## src/rtl/core/dtq_pkg.sv

```systemverilog
// ----------------------------------------------------------------------------
// Deadline timer queue package
// Field widths, operation and result codes, entry layout and sequencer states.
// ----------------------------------------------------------------------------
package dtq_pkg;

    localparam int OP_W        = 2;
    localparam int ID_W        = 16;
    localparam int TIME_W      = 48;
    localparam int KIND_W      = 3;
    localparam int CAPACITY_DEF = 16;
    localparam int MAX_RESULTS = 16;

    localparam logic [TIME_W-1:0] TIME_MAX = {TIME_W{1'b1}};
    localparam logic [TIME_W-1:0] TIME_ONE = TIME_W'(1);

    localparam logic [OP_W-1:0] OP_SCHEDULE = 2'd0;
    localparam logic [OP_W-1:0] OP_CANCEL   = 2'd1;
    localparam logic [OP_W-1:0] OP_POLL     = 2'd2;

    localparam logic [KIND_W-1:0] KIND_SCHEDULED = 3'd0;
    localparam logic [KIND_W-1:0] KIND_REJECTED  = 3'd1;
    localparam logic [KIND_W-1:0] KIND_CANCELLED = 3'd2;
    localparam logic [KIND_W-1:0] KIND_NOT_FOUND = 3'd3;
    localparam logic [KIND_W-1:0] KIND_FIRED     = 3'd4;
    localparam logic [KIND_W-1:0] KIND_NONE_DUE  = 3'd5;

    typedef struct packed {
        logic [ID_W-1:0]   id;
        logic [TIME_W-1:0] deadline;
    } entry_t;

    localparam int ENTRY_W = ID_W + TIME_W;

    typedef enum logic [3:0] {
        S_IDLE,
        S_SC_RD,
        S_SC_CMP,
        S_SH_RD,
        S_SH_WR,
        S_INS_WR,
        S_CA_RD,
        S_CA_CMP,
        S_CS_RD,
        S_CS_WR,
        S_P_RD,
        S_P_CMP,
        S_EMIT
    } state_t;

endpackage

```

## src/rtl/core/dtq_ram.sv

```systemverilog
// ----------------------------------------------------------------------------
// Deadline timer queue RAM
// Single write port, single read port, registered read data.
// ----------------------------------------------------------------------------
module dtq_ram #(
    parameter int WIDTH = 64,
    parameter int DEPTH = 16
) (
    input  logic                     clk,
    input  logic                     we,
    input  logic [$clog2(DEPTH)-1:0] waddr,
    input  logic [WIDTH-1:0]         wdata,
    input  logic [$clog2(DEPTH)-1:0] raddr,
    output logic [WIDTH-1:0]         rdata
);

    logic [WIDTH-1:0] mem [DEPTH];

    always_ff @(posedge clk)
    begin
        if (we)
        begin
            mem[waddr] <= wdata;
        end
        rdata <= mem[raddr];
    end

endmodule

```

## src/rtl/core/deadline_timer_queue.sv

```systemverilog
// ----------------------------------------------------------------------------
// Deadline timer queue
// Time-sorted task queue with schedule, cancel and poll transactions.
// ----------------------------------------------------------------------------
// Entries sit in one RAM as a circular buffer in deadline order; a sequencer
// walks them one entry at a time through the single read port, with a read
// state and a compare or write state for each entry visited. A schedule
// visits the entries it passes over and the entries it moves, a cancel at
// most the whole queue, and a poll each task it fires. Fired tasks leave by a
// head pointer advance, so polls move no data. Results leave through an
// output register; the next request is taken while the last result of a
// transaction still waits there.
module deadline_timer_queue
    import dtq_pkg::*;
#(
    parameter int CAPACITY = CAPACITY_DEF
) (
    input  logic              clk,
    input  logic              rst_n,
    input  logic              req_valid,
    output logic              req_stall,
    input  logic [OP_W-1:0]   operation,
    input  logic [ID_W-1:0]   task_id,
    input  logic [TIME_W-1:0] time_value,
    output logic              res_valid,
    input  logic              res_stall,
    output logic [KIND_W-1:0] result_kind,
    output logic [ID_W-1:0]   task_id_res,
    output logic [TIME_W-1:0] fire_time,
    output logic              last
);

    localparam int AW = $clog2(CAPACITY);
    localparam int IW = $clog2(CAPACITY + 1);
    localparam int SW = IW + 1;
    localparam logic [IW-1:0] CAP_I = IW'(CAPACITY);
    localparam logic [SW-1:0] CAP_S = SW'(CAPACITY);
    localparam logic [IW-1:0] ONE_I = IW'(1);

    state_t state_reg, state_next;

    logic [ID_W-1:0]   id_reg, id_next;
    logic [TIME_W-1:0] t_reg, t_next;
    logic [IW-1:0]     idx_reg, idx_next;
    logic [IW-1:0]     pos_reg, pos_next;
    logic [IW-1:0]     count_reg, count_next;
    logic [AW-1:0]     head_reg, head_next;
    entry_t            pend_reg, pend_next;
    logic              have_pend_reg, have_pend_next;
    logic [KIND_W-1:0] rkind_reg, rkind_next;
    logic [ID_W-1:0]   rid_reg, rid_next;
    logic [TIME_W-1:0] rtime_reg, rtime_next;

    logic              ovalid_reg, ovalid_next;
    logic [KIND_W-1:0] okind_reg, okind_next;
    logic [ID_W-1:0]   oid_reg, oid_next;
    logic [TIME_W-1:0] otime_reg, otime_next;
    logic              olast_reg, olast_next;

    logic              we;
    logic [AW-1:0]     waddr;
    entry_t            wdata;
    logic [AW-1:0]     raddr;
    entry_t            rdata;

    logic              accept;
    logic              out_free;
    logic              scan_hit;
    logic              poll_due;
    logic              last_move;

    function automatic logic [AW-1:0] phys(input logic [AW-1:0] head,
                                           input logic [IW-1:0] idx);
        logic [SW-1:0] sum;
        sum = SW'(head) + SW'(idx);
        if (sum >= CAP_S)
        begin
            sum = sum - CAP_S;
        end
        return sum[AW-1:0];
    endfunction

    assign req_stall = (state_reg != S_IDLE);
    assign accept    = req_valid && !req_stall;
    assign out_free  = !ovalid_reg || !res_stall;
    assign raddr     = phys(head_reg, idx_reg);
    assign scan_hit  = (idx_reg < count_reg) && (rdata.deadline <= t_reg);
    assign poll_due  = (idx_reg < count_reg) && (32'(idx_reg) < MAX_RESULTS)
                       && (rdata.deadline <= t_reg);
    assign last_move = ((idx_reg + ONE_I) == count_reg);

    dtq_ram #(
        .WIDTH (ENTRY_W),
        .DEPTH (CAPACITY)
    ) u_ram (
        .clk   (clk),
        .we    (we),
        .waddr (waddr),
        .wdata (wdata),
        .raddr (raddr),
        .rdata (rdata)
    );

    always_comb
    begin
        state_next = state_reg;
        unique case (state_reg)
            S_IDLE:
            begin
                if (accept)
                begin
                    priority case (operation)
                        OP_SCHEDULE: state_next = (count_reg >= CAP_I) ? S_EMIT : S_SC_RD;
                        OP_CANCEL:   state_next = S_CA_RD;
                        OP_POLL:     state_next = S_P_RD;
                        default:     state_next = S_IDLE;
                    endcase
                end
            end
            S_SC_RD:  state_next = S_SC_CMP;
            S_SC_CMP:
            begin
                priority if (scan_hit && rdata.deadline == t_reg && t_reg == TIME_MAX)
                    state_next = S_EMIT;
                else if (scan_hit)
                    state_next = S_SC_RD;
                else if (idx_reg == count_reg)
                    state_next = S_INS_WR;
                else
                    state_next = S_SH_RD;
            end
            S_SH_RD:  state_next = S_SH_WR;
            S_SH_WR:  state_next = (idx_reg == pos_reg) ? S_INS_WR : S_SH_RD;
            S_INS_WR: state_next = S_EMIT;
            S_CA_RD:  state_next = S_CA_CMP;
            S_CA_CMP:
            begin
                priority if (idx_reg == count_reg)
                    state_next = S_EMIT;
                else if (rdata.id == id_reg)
                    state_next = last_move ? S_EMIT : S_CS_RD;
                else
                    state_next = S_CA_RD;
            end
            S_CS_RD:  state_next = S_CS_WR;
            S_CS_WR:  state_next = last_move ? S_EMIT : S_CS_RD;
            S_P_RD:   state_next = S_P_CMP;
            S_P_CMP:
            begin
                priority if (!poll_due)
                    state_next = S_EMIT;
                else if (!have_pend_reg || out_free)
                    state_next = S_P_RD;
                else
                    state_next = S_P_CMP;
            end
            S_EMIT:   state_next = out_free ? S_IDLE : S_EMIT;
            default:  state_next = S_IDLE;
        endcase
    end

    always_comb
    begin
        id_next        = id_reg;
        t_next         = t_reg;
        idx_next       = idx_reg;
        pos_next       = pos_reg;
        count_next     = count_reg;
        head_next      = head_reg;
        pend_next      = pend_reg;
        have_pend_next = have_pend_reg;
        rkind_next     = rkind_reg;
        rid_next       = rid_reg;
        rtime_next     = rtime_reg;
        ovalid_next    = ovalid_reg && res_stall;
        okind_next     = okind_reg;
        oid_next       = oid_reg;
        otime_next     = otime_reg;
        olast_next     = olast_reg;
        we             = 1'b0;
        waddr          = phys(head_reg, idx_reg);
        wdata          = rdata;

        unique case (state_reg)
            S_IDLE:
            begin
                if (accept)
                begin
                    id_next        = task_id;
                    t_next         = time_value;
                    idx_next       = '0;
                    have_pend_next = 1'b0;
                    rkind_next     = KIND_REJECTED;
                    rid_next       = task_id;
                    rtime_next     = time_value;
                end
            end
            S_SC_CMP:
            begin
                priority if (scan_hit && rdata.deadline == t_reg && t_reg == TIME_MAX)
                begin
                    rkind_next = KIND_REJECTED;
                    rid_next   = id_reg;
                    rtime_next = t_reg;
                end
                else if (scan_hit)
                begin
                    if (rdata.deadline == t_reg)
                    begin
                        t_next = t_reg + TIME_ONE;
                    end
                    idx_next = idx_reg + ONE_I;
                end
                else
                begin
                    pos_next = idx_reg;
                    if (idx_reg != count_reg)
                    begin
                        idx_next = count_reg - ONE_I;
                    end
                end
            end
            S_SH_WR:
            begin
                we    = 1'b1;
                waddr = phys(head_reg, idx_reg + ONE_I);
                wdata = rdata;
                if (idx_reg != pos_reg)
                begin
                    idx_next = idx_reg - ONE_I;
                end
            end
            S_INS_WR:
            begin
                we          = 1'b1;
                waddr       = phys(head_reg, pos_reg);
                wdata.id    = id_reg;
                wdata.deadline = t_reg;
                count_next  = count_reg + ONE_I;
                rkind_next  = KIND_SCHEDULED;
                rid_next    = id_reg;
                rtime_next  = t_reg;
            end
            S_CA_CMP:
            begin
                priority if (idx_reg == count_reg)
                begin
                    rkind_next = KIND_NOT_FOUND;
                    rid_next   = id_reg;
                    rtime_next = '0;
                end
                else if (rdata.id == id_reg)
                begin
                    rkind_next = KIND_CANCELLED;
                    rid_next   = id_reg;
                    rtime_next = rdata.deadline;
                    idx_next   = idx_reg + ONE_I;
                    if (last_move)
                    begin
                        count_next = count_reg - ONE_I;
                    end
                end
                else
                begin
                    idx_next = idx_reg + ONE_I;
                end
            end
            S_CS_WR:
            begin
                we       = 1'b1;
                waddr    = phys(head_reg, idx_reg - ONE_I);
                wdata    = rdata;
                idx_next = idx_reg + ONE_I;
                if (last_move)
                begin
                    count_next = count_reg - ONE_I;
                end
            end
            S_P_CMP:
            begin
                priority if (!poll_due)
                begin
                    if (have_pend_reg)
                    begin
                        rkind_next = KIND_FIRED;
                        rid_next   = pend_reg.id;
                        rtime_next = pend_reg.deadline;
                        head_next  = phys(head_reg, idx_reg);
                        count_next = count_reg - idx_reg;
                    end
                    else
                    begin
                        rkind_next = KIND_NONE_DUE;
                        rid_next   = '0;
                        rtime_next = '0;
                    end
                end
                else if (!have_pend_reg || out_free)
                begin
                    if (have_pend_reg)
                    begin
                        ovalid_next = 1'b1;
                        okind_next  = KIND_FIRED;
                        oid_next    = pend_reg.id;
                        otime_next  = pend_reg.deadline;
                        olast_next  = 1'b0;
                    end
                    pend_next      = rdata;
                    have_pend_next = 1'b1;
                    idx_next       = idx_reg + ONE_I;
                end
                else
                begin
                    pend_next = pend_reg;
                end
            end
            S_EMIT:
            begin
                if (out_free)
                begin
                    ovalid_next = 1'b1;
                    okind_next  = rkind_reg;
                    oid_next    = rid_reg;
                    otime_next  = rtime_reg;
                    olast_next  = 1'b1;
                end
            end
            default:
            begin
                we = 1'b0;
            end
        endcase
    end

    always_ff @(posedge clk or negedge rst_n)
    begin
        if (!rst_n)
        begin
            state_reg     <= S_IDLE;
            count_reg     <= '0;
            head_reg      <= '0;
            have_pend_reg <= 1'b0;
            ovalid_reg    <= 1'b0;
        end
        else
        begin
            state_reg     <= state_next;
            count_reg     <= count_next;
            head_reg      <= head_next;
            have_pend_reg <= have_pend_next;
            ovalid_reg    <= ovalid_next;
        end
    end

    always_ff @(posedge clk)
    begin
        id_reg     <= id_next;
        t_reg      <= t_next;
        idx_reg    <= idx_next;
        pos_reg    <= pos_next;
        pend_reg   <= pend_next;
        rkind_reg  <= rkind_next;
        rid_reg    <= rid_next;
        rtime_reg  <= rtime_next;
        okind_reg  <= okind_next;
        oid_reg    <= oid_next;
        otime_reg  <= otime_next;
        olast_reg  <= olast_next;
    end

    assign res_valid   = ovalid_reg;
    assign result_kind = okind_reg;
    assign task_id_res = oid_reg;
    assign fire_time   = otime_reg;
    assign last        = olast_reg;

endmodule

```

## config.mk

```make
export PLATFORM = sky130hd
export DESIGN_NAME = deadline_timer_queue
export DESIGN_NICKNAME = d
export VERILOG_FILES = /design/src/rtl/core/dtq_pkg.sv /design/src/rtl/core/dtq_ram.sv /design/src/rtl/core/deadline_timer_queue.sv
export SDC_FILE = /design/constraint.sdc
export NUM_CORES = 2
export LEC_CHECK = 0
export BUFFER_PORTS_ARGS = -buffer_cell sky130_fd_sc_hd__buf_4
export CAP_MARGIN = 5
export CORE_MARGIN = 10
export CORE_UTILIZATION = 35
export DETAILED_ROUTE_END_ITERATION = 10
export PLACE_DENSITY_LB_ADDON = 0.2
export SLEW_MARGIN = 0
export SYNTH_ARGS = -nofsm -noshare
export SYNTH_HDL_FRONTEND = slang
export SYNTH_SLANG_ARGS = --single-unit
```

## constraint.sdc

```tcl
create_clock -name clk -period 10.3 [get_ports clk]
set_input_delay 2.575 -clock clk [delete_from_list [all_inputs] [get_ports clk]]
set_output_delay 2.575 -clock clk [all_outputs]
set_load 0.02 [all_outputs]
```

=== After elaboration in Yosys (flattened, before gate mapping) ===
Memory sizes are Yosys's and may differ from the RTL's. A register that Yosys moved wholly into a read port is not among the register bits.
Index checks and enable logic that the tools add are counted.

* Flip-flop bits (word level): 288
* Bits in writable memories: 1024
* Memories: 1
* Input bits: 70

{| class="wikitable"
|+ Memory list
! name !! depth !! width !! rd ports !! clocked after memory_dff !! wr ports !! line !! text
|-
| u_ram.mem || 16 || 64 || 1 || 1 || 1 || dtq_ram.sv:17 || <nowiki>logic [WIDTH-1:0] mem [DEPTH];</nowiki>
|}

* Add/subtract/negate cells: 14
* Mux-type cells: 92
* Bitwise logic cells: 3
* Equality and inequality tests: 37
* Reductions and logical operators: 33
* Order comparisons: 8

{| class="wikitable"
|+ Operator list
! cell !! number
|-
| 48-bit two-way mux || 13
|-
| 48-bit case mux with 5 select lines || 1
|-
| 48-bit case mux with 2 select lines || 2
|-
| 16-bit two-way mux || 10
|-
| 16-bit case mux with 5 select lines || 1
|-
| 5-bit two-way mux || 13
|-
| 64-bit two-way mux || 1
|-
| 4-bit case mux with 13 select lines || 1
|-
| 48-bit by 1-bit adder with 48-bit output (second input constant) || 1
|-
| 48-bit equality test || 1
|-
| 48-bit equality test (second input constant) || 1
|-
| 48-bit less-or-equal comparator || 1
|-
| 3-bit two-way mux || 14
|-
| 4-bit two-way mux || 10
|-
| 16-bit case mux with 2 select lines || 1
|-
| 5-bit case mux with 6 select lines || 1
|-
| 2-bit inequality test (second input constant) || 13
|-
| 4-bit by 5-bit adder with 6-bit output || 4
|-
| 6-bit by 5-bit >= comparator with 1-bit output (second input constant) || 4
|-
| 4-bit case mux with 3 select lines || 2
|-
| 4-bit equality test (second input constant) || 5
|-
| 5-bit case mux with 4 select lines || 1
|-
| 5-bit AND reduction || 4
|-
| 16-bit equality test || 1
|-
| 34 further kinds || 81
|}

=== Depth between registers and ports, before layout ===
* Word-level depth: 6
* Mapped depth: 14

=== By module ===
A second synthesis with hierarchy kept.

* Cells, all modules: 3088
* Area total of the unflattened synthesis: 55449.4 µm²

{| class="wikitable"
|+ Modules (own cells, without submodules)
! module !! cells an instance !! instances !! area an instance (µm²)
|-
| dtq_ram || 1647 || 1 || 39583.0
|-
| deadline_timer_queue || 1441 || 1 || 15866.5
|}

=== Least setup slack after synthesis ===
OpenSTA, ideal clock, no wires.

* Kind: in2reg
* Start point: input port res_stall
* End point: register pend_reg[0] in the netlist's numbering (enable)
* Slack: 1.924 ns
* Library setup time: 0.603 ns
* Arrival time: 7.772 ns
* Stages on the path: 1
* Cells stage by stage: a311oi_1

* Longest elaborated chain between the ends: 4

{| class="wikitable"
|+ RTL lines
! element !! line !! text
|-
| start: declaration || deadline_timer_queue.sv:26 || <nowiki>input logic res_stall,</nowiki>
|-
| 1-bit zero test || deadline_timer_queue.sv:85 || <nowiki>assign out_free = !ovalid_reg || !res_stall;</nowiki>
|-
| 1-bit logical OR || deadline_timer_queue.sv:85 ||
|-
| 1-bit logical OR || deadline_timer_queue.sv:298 || <nowiki>else if (!have_pend_reg || out_free)</nowiki>
|-
| 3-bit AND reduction (no source line) || -- ||
|-
| end signal: assignment || deadline_timer_queue.sv:361 || <nowiki>pend_reg <= pend_next;</nowiki>
|-
| end: declaration || deadline_timer_queue.sv:48 || <nowiki>entry_t pend_reg, pend_next;</nowiki>
|}

No other way between the ends.
A chain may end at the register's enable or synchronous reset.

=== Worst setup path after layout ===
* Start point: register state_reg[0]
* End point: memory u_ram.mem[3][25] (enable)

* Longest elaborated chain between the ends: 5
* Elaborated cells on any way between the ends: 8
* Those cells by class: eq/ne (3); mux (4); reduce/logical (1)

{| class="wikitable"
|+ RTL lines
! element !! line !! text
|-
| start: declaration || deadline_timer_queue.sv:40 || <nowiki>state_t state_reg, state_next;</nowiki>
|-
| start signal: assignment || deadline_timer_queue.sv:347 || <nowiki>state_reg <= state_next;</nowiki>
|-
| 4-bit equality test or 4-bit by 3-bit equality test with 1-bit output (tied branches) || deadline_timer_queue.sv:184 || <nowiki>unique case (state_reg)</nowiki>
|-
| 3-bit OR reduction (no source line) || -- ||
|-
| 1-bit two-way mux || deadline_timer_queue.sv:184 ||
|-
| 1-bit two-way mux || dtq_ram.sv:21 || <nowiki>if (we)</nowiki>
|-
| 1-bit two-way mux (implied by the code) || dtq_ram.sv:23 || <nowiki>mem[waddr] <= wdata;</nowiki>
|-
| end: declaration || dtq_ram.sv:17 ||
|}

Several ways; a longest one is shown, not always the timed one.

==> out/summary.txt <==
outcome -> complete, no violations
top cell type's share of synthesized area -> 0.695
WHS Endpoint -> pend_reg[61]
die width -> 420 um
clock sink total -> 1376
GR Overflow Total -> 0
clock skew -> 0.0292 ns
sequential group share of total power -> 0.390
Pwr per Cell Area -> 335 nW/um^2
Total Power -> 21.6 mW
Root Driver -> clkbuf_16
Syn Nets -> 3340
CP required -> 10.69 ns
Final min period -> 5.49 ns
final worst-path cycle share -> 0.533
Core Area -> 159000 um^2
Hold WC Path Type -> flip-flop to flip-flop
IO Pins -> 140
P_int -> 13.8 mW
setup bufs post-CTS -> 0
PostCTS Resize Cnt -> 0
final wirelength -> 152 mm
ranking of synthesized cells by area -> edfxtp_1, mux4_2, mux2_2, nand2_1, dfxtp_1
Slew headroom -> 0.222
DR WL/cell -> 27.3 um
Avg Inst Size Synth -> 17.5 um^2
HPWL Detailed -> 89.2 mm
PortBufs -> 139
worst hold slack -> 0.473 ns
Slew Limit Fails -> 0
Post-route DRC -> 0
filler cell count -> 14.2k
GRT Total Usage -> 0.171
Synth cell types -> 72
drt via density -> 5.38
Hold Path Stages -> 0
Syn Std Cell Area -> 56000 um^2
Post-synth ARST share -> 0.0109
static leakage -> 21.3 nW
DR pass1 iterations -> 6
largest fanout on the critical path -> 39
number of synthesized flops with an enable pin -> 1297
top_reg_cell synth -> edfxtp_1
Starting Density -> 0.353
R2R setup slack -> 4.81 ns
worst r2r src -> state_reg[0]
Adder-Cell Fraction of Synth Area -> 0.0156
first-pass GRT wire length -> 223 mm
switching portion of total power -> 0.358
DRT iter0 DRCs -> 2660
VDD IR max -> 0.337 mV
CP Cell Sequence -> nand2b_1 > nor2_4 > o21ai_0 > ha_1 > a21o_1 > a21oi_1 > xnor2_1 > xor2_1 > nand3_1 > nor2_4 > buf_4
Synth Register Bits -> 1376
area share of xor/xnor cells in the synthesized design -> 0.0145
RePlAce Congestion -> 0.779
clk slew on worst S/H paths -> 0.06 ns
final hold vios -> 0
combinational family with the most area after synthesis -> multiplexers
clock share of power -> 0.245
CTS max path bufs -> 3
unrepaired setup endpoints after global routing -> false
Comb pwr share -> 0.364
achievable frequency -> 0.182 GHz
Setup TNS -> 0 ns
Cells after Synth -> 3202
Switch Pwr -> 7.74 mW
Detail Route Antenna Nets -> 0
die area -> 176000 um^2
Vias -> 30.0k
area growth from synthesis to layout -> 15.1%
reg2reg end -> u_ram.mem[3][25]
CTS Hold Buffers Added -> 0
H-tree depth -> 4
Worst Path Arrival -> 5.88 ns
share of cells above drive strength 1 -> 0.242
kind of critical path -> flip-flop to flip-flop
R2R cell count -> 11
Die Ht -> 420 um
Worst Hold Launch -> u_ram.rdata[61]
sequential area share after synthesis -> 0.725
CP Capture Type -> flip-flop
vias in the first global route -> 31.4k
simple logic cell fraction of the synthesized area -> 0.0541
peak per-stage delay on the critical path -> 0.98 ns
Synth area leader -> edfxtp_1
Core Rows -> 146
max FFs per register -> 1024
Final setup viols -> 0
Syn. warnings -> 0
CTS tree -> yes
pin count of the biggest net entering global routing -> 130
Critical Path Start -> state_reg[0]
crit path max-delay cell type -> nor2_4
Compound-Gate Fraction of Synth Area -> 0.0421
Worst-Margin Slew -> 1.16 ns
Max-Cap Viols -> 0
total CTS buffers -> 148
nets@finish -> 3511
initial antenna violation count -> 1
worst skew pair latency -> 0.79 ns
Setup crit start kind -> flip-flop
mux contribution to synthesized area -> 0.130
Top cell by count, worst path -> nor2_4
## synth_stat cells, drive strengths merged (71+ instances only)
cell type  number
edfxtp       1297
nand2         370
mux4          256
mux2          132
clkbuf        123
nor2           98
inv            86
a21oi          79
xnor2          77
and3           75
o21ai          72
a31oi          71
## cells by family (layout without fill, tap and decap cells)
kind of cell	count (synthesis)	count (layout)
muxes	392	392
xor gates and xnor gates	92	92
DFF	1376	1376
buffers and inverters	260	556
other	0	3
AOI/OAI and AO/OA	350	350
adders and majority gates	68	68
and+or+nand+nor	664	664
## final cells by class
type                    count  area, um^2  share of cell area
clock inverters            68         654              0.0101
diodes                      3        7.51            0.000116
multi-input cells        1566       14700               0.227
repair buffers            195        1500              0.0233
flip-flops and latches   1376       40600               0.630
inverters                  86         323             0.00501
well taps                2072        2590              0.0402
clock buffers             207        4150              0.0644
## power groups by stage
stage	Clock [mW]	Combinational (mW)	Sequential [mW]
2_1_floorplan	0	5.23	8.38
3_3_place_gp	0	8.00	8.52
5_1_grt	5.65	8.55	8.51
4_1_cts	5.42	8.04	8.43
6_report	5.29	7.87	8.43
3_5_place_dp	0	8.03	8.54
## placed cells by master, fill, tap and decap left out, types with 9 or more instances in the layout
cell type  synthesis  layout
dfxtp_1           64      64
inv_1             84      84
ha_1              65      64
nor2_4             1      18
o21ai_0           71      69
a222oi_1          56      56
nand3_1           36      36
nand2_1          369     367
nand4_1           22      22
clkbuf_1         123      42
clkinv_2           0      19
xor2_1            14      12
bufinv_16          0      10
dfrtp_1           15      15
clkbuf_16          0     153
and4_1            11      11
xnor2_1           77      75
edfxtp_1        1297    1297
nor3_1            12      11
and3_1            75      74
a21oi_1           79      79
clkinv_1           0      22
a31oi_1           71      71
nor2_1            97      80
o22ai_1            9       9
mux2_2           132     132
buf_4              6     192
a22oi_1           16      16
clkbuf_8           0      12
mux4_2           256     256
## worst max-delay path by stage
stage                             to  slack, ns  depth (start not counted)
floorplan                pend_reg[0]       1.92                          1
global placement    u_ram.mem[3][26]       4.86                         11
detailed placement  u_ram.mem[3][23]       4.82                         11
CTS                 u_ram.mem[3][22]       4.76                         11
global route        u_ram.mem[3][22]       4.41                         13
finish              u_ram.mem[3][25]       4.81                         11
## critical path: cells and delay by family, from the launching register on
family | cells | cell delay (ns)
compound gates | 3 | 0.53
buf+inv | 1 | 0.79
flops | 1 | 0.78
xor+xnor | 2 | 0.41
fa+ha+maj | 1 | 0.24
simple gates | 4 | 2.29
## per-layer routing
metal	track usage	wire (um)	up-vias	part of all wire
li1	-	-	13100	-
met1	0.229	66200	15900	0.43
met2	0.290	76600	792	0.50
met3	0.0299	7160	178	0.047
met4	0.0385	2450	0	0.016
met5	0	0	-	0
## through the flow
stage	std cells	util	setup WS [ns]	area [um^2]
floorplan	3202	-	1.92	56000
global placement	5295	0.376	4.86	59700
detailed placement	5295	0.376	4.82	59700
CTS	5570	0.406	4.76	64500
global route	5570	0.406	4.41	64500
finish	5573	0.406	4.81	64500
Power figures use the tool's default switching activity.
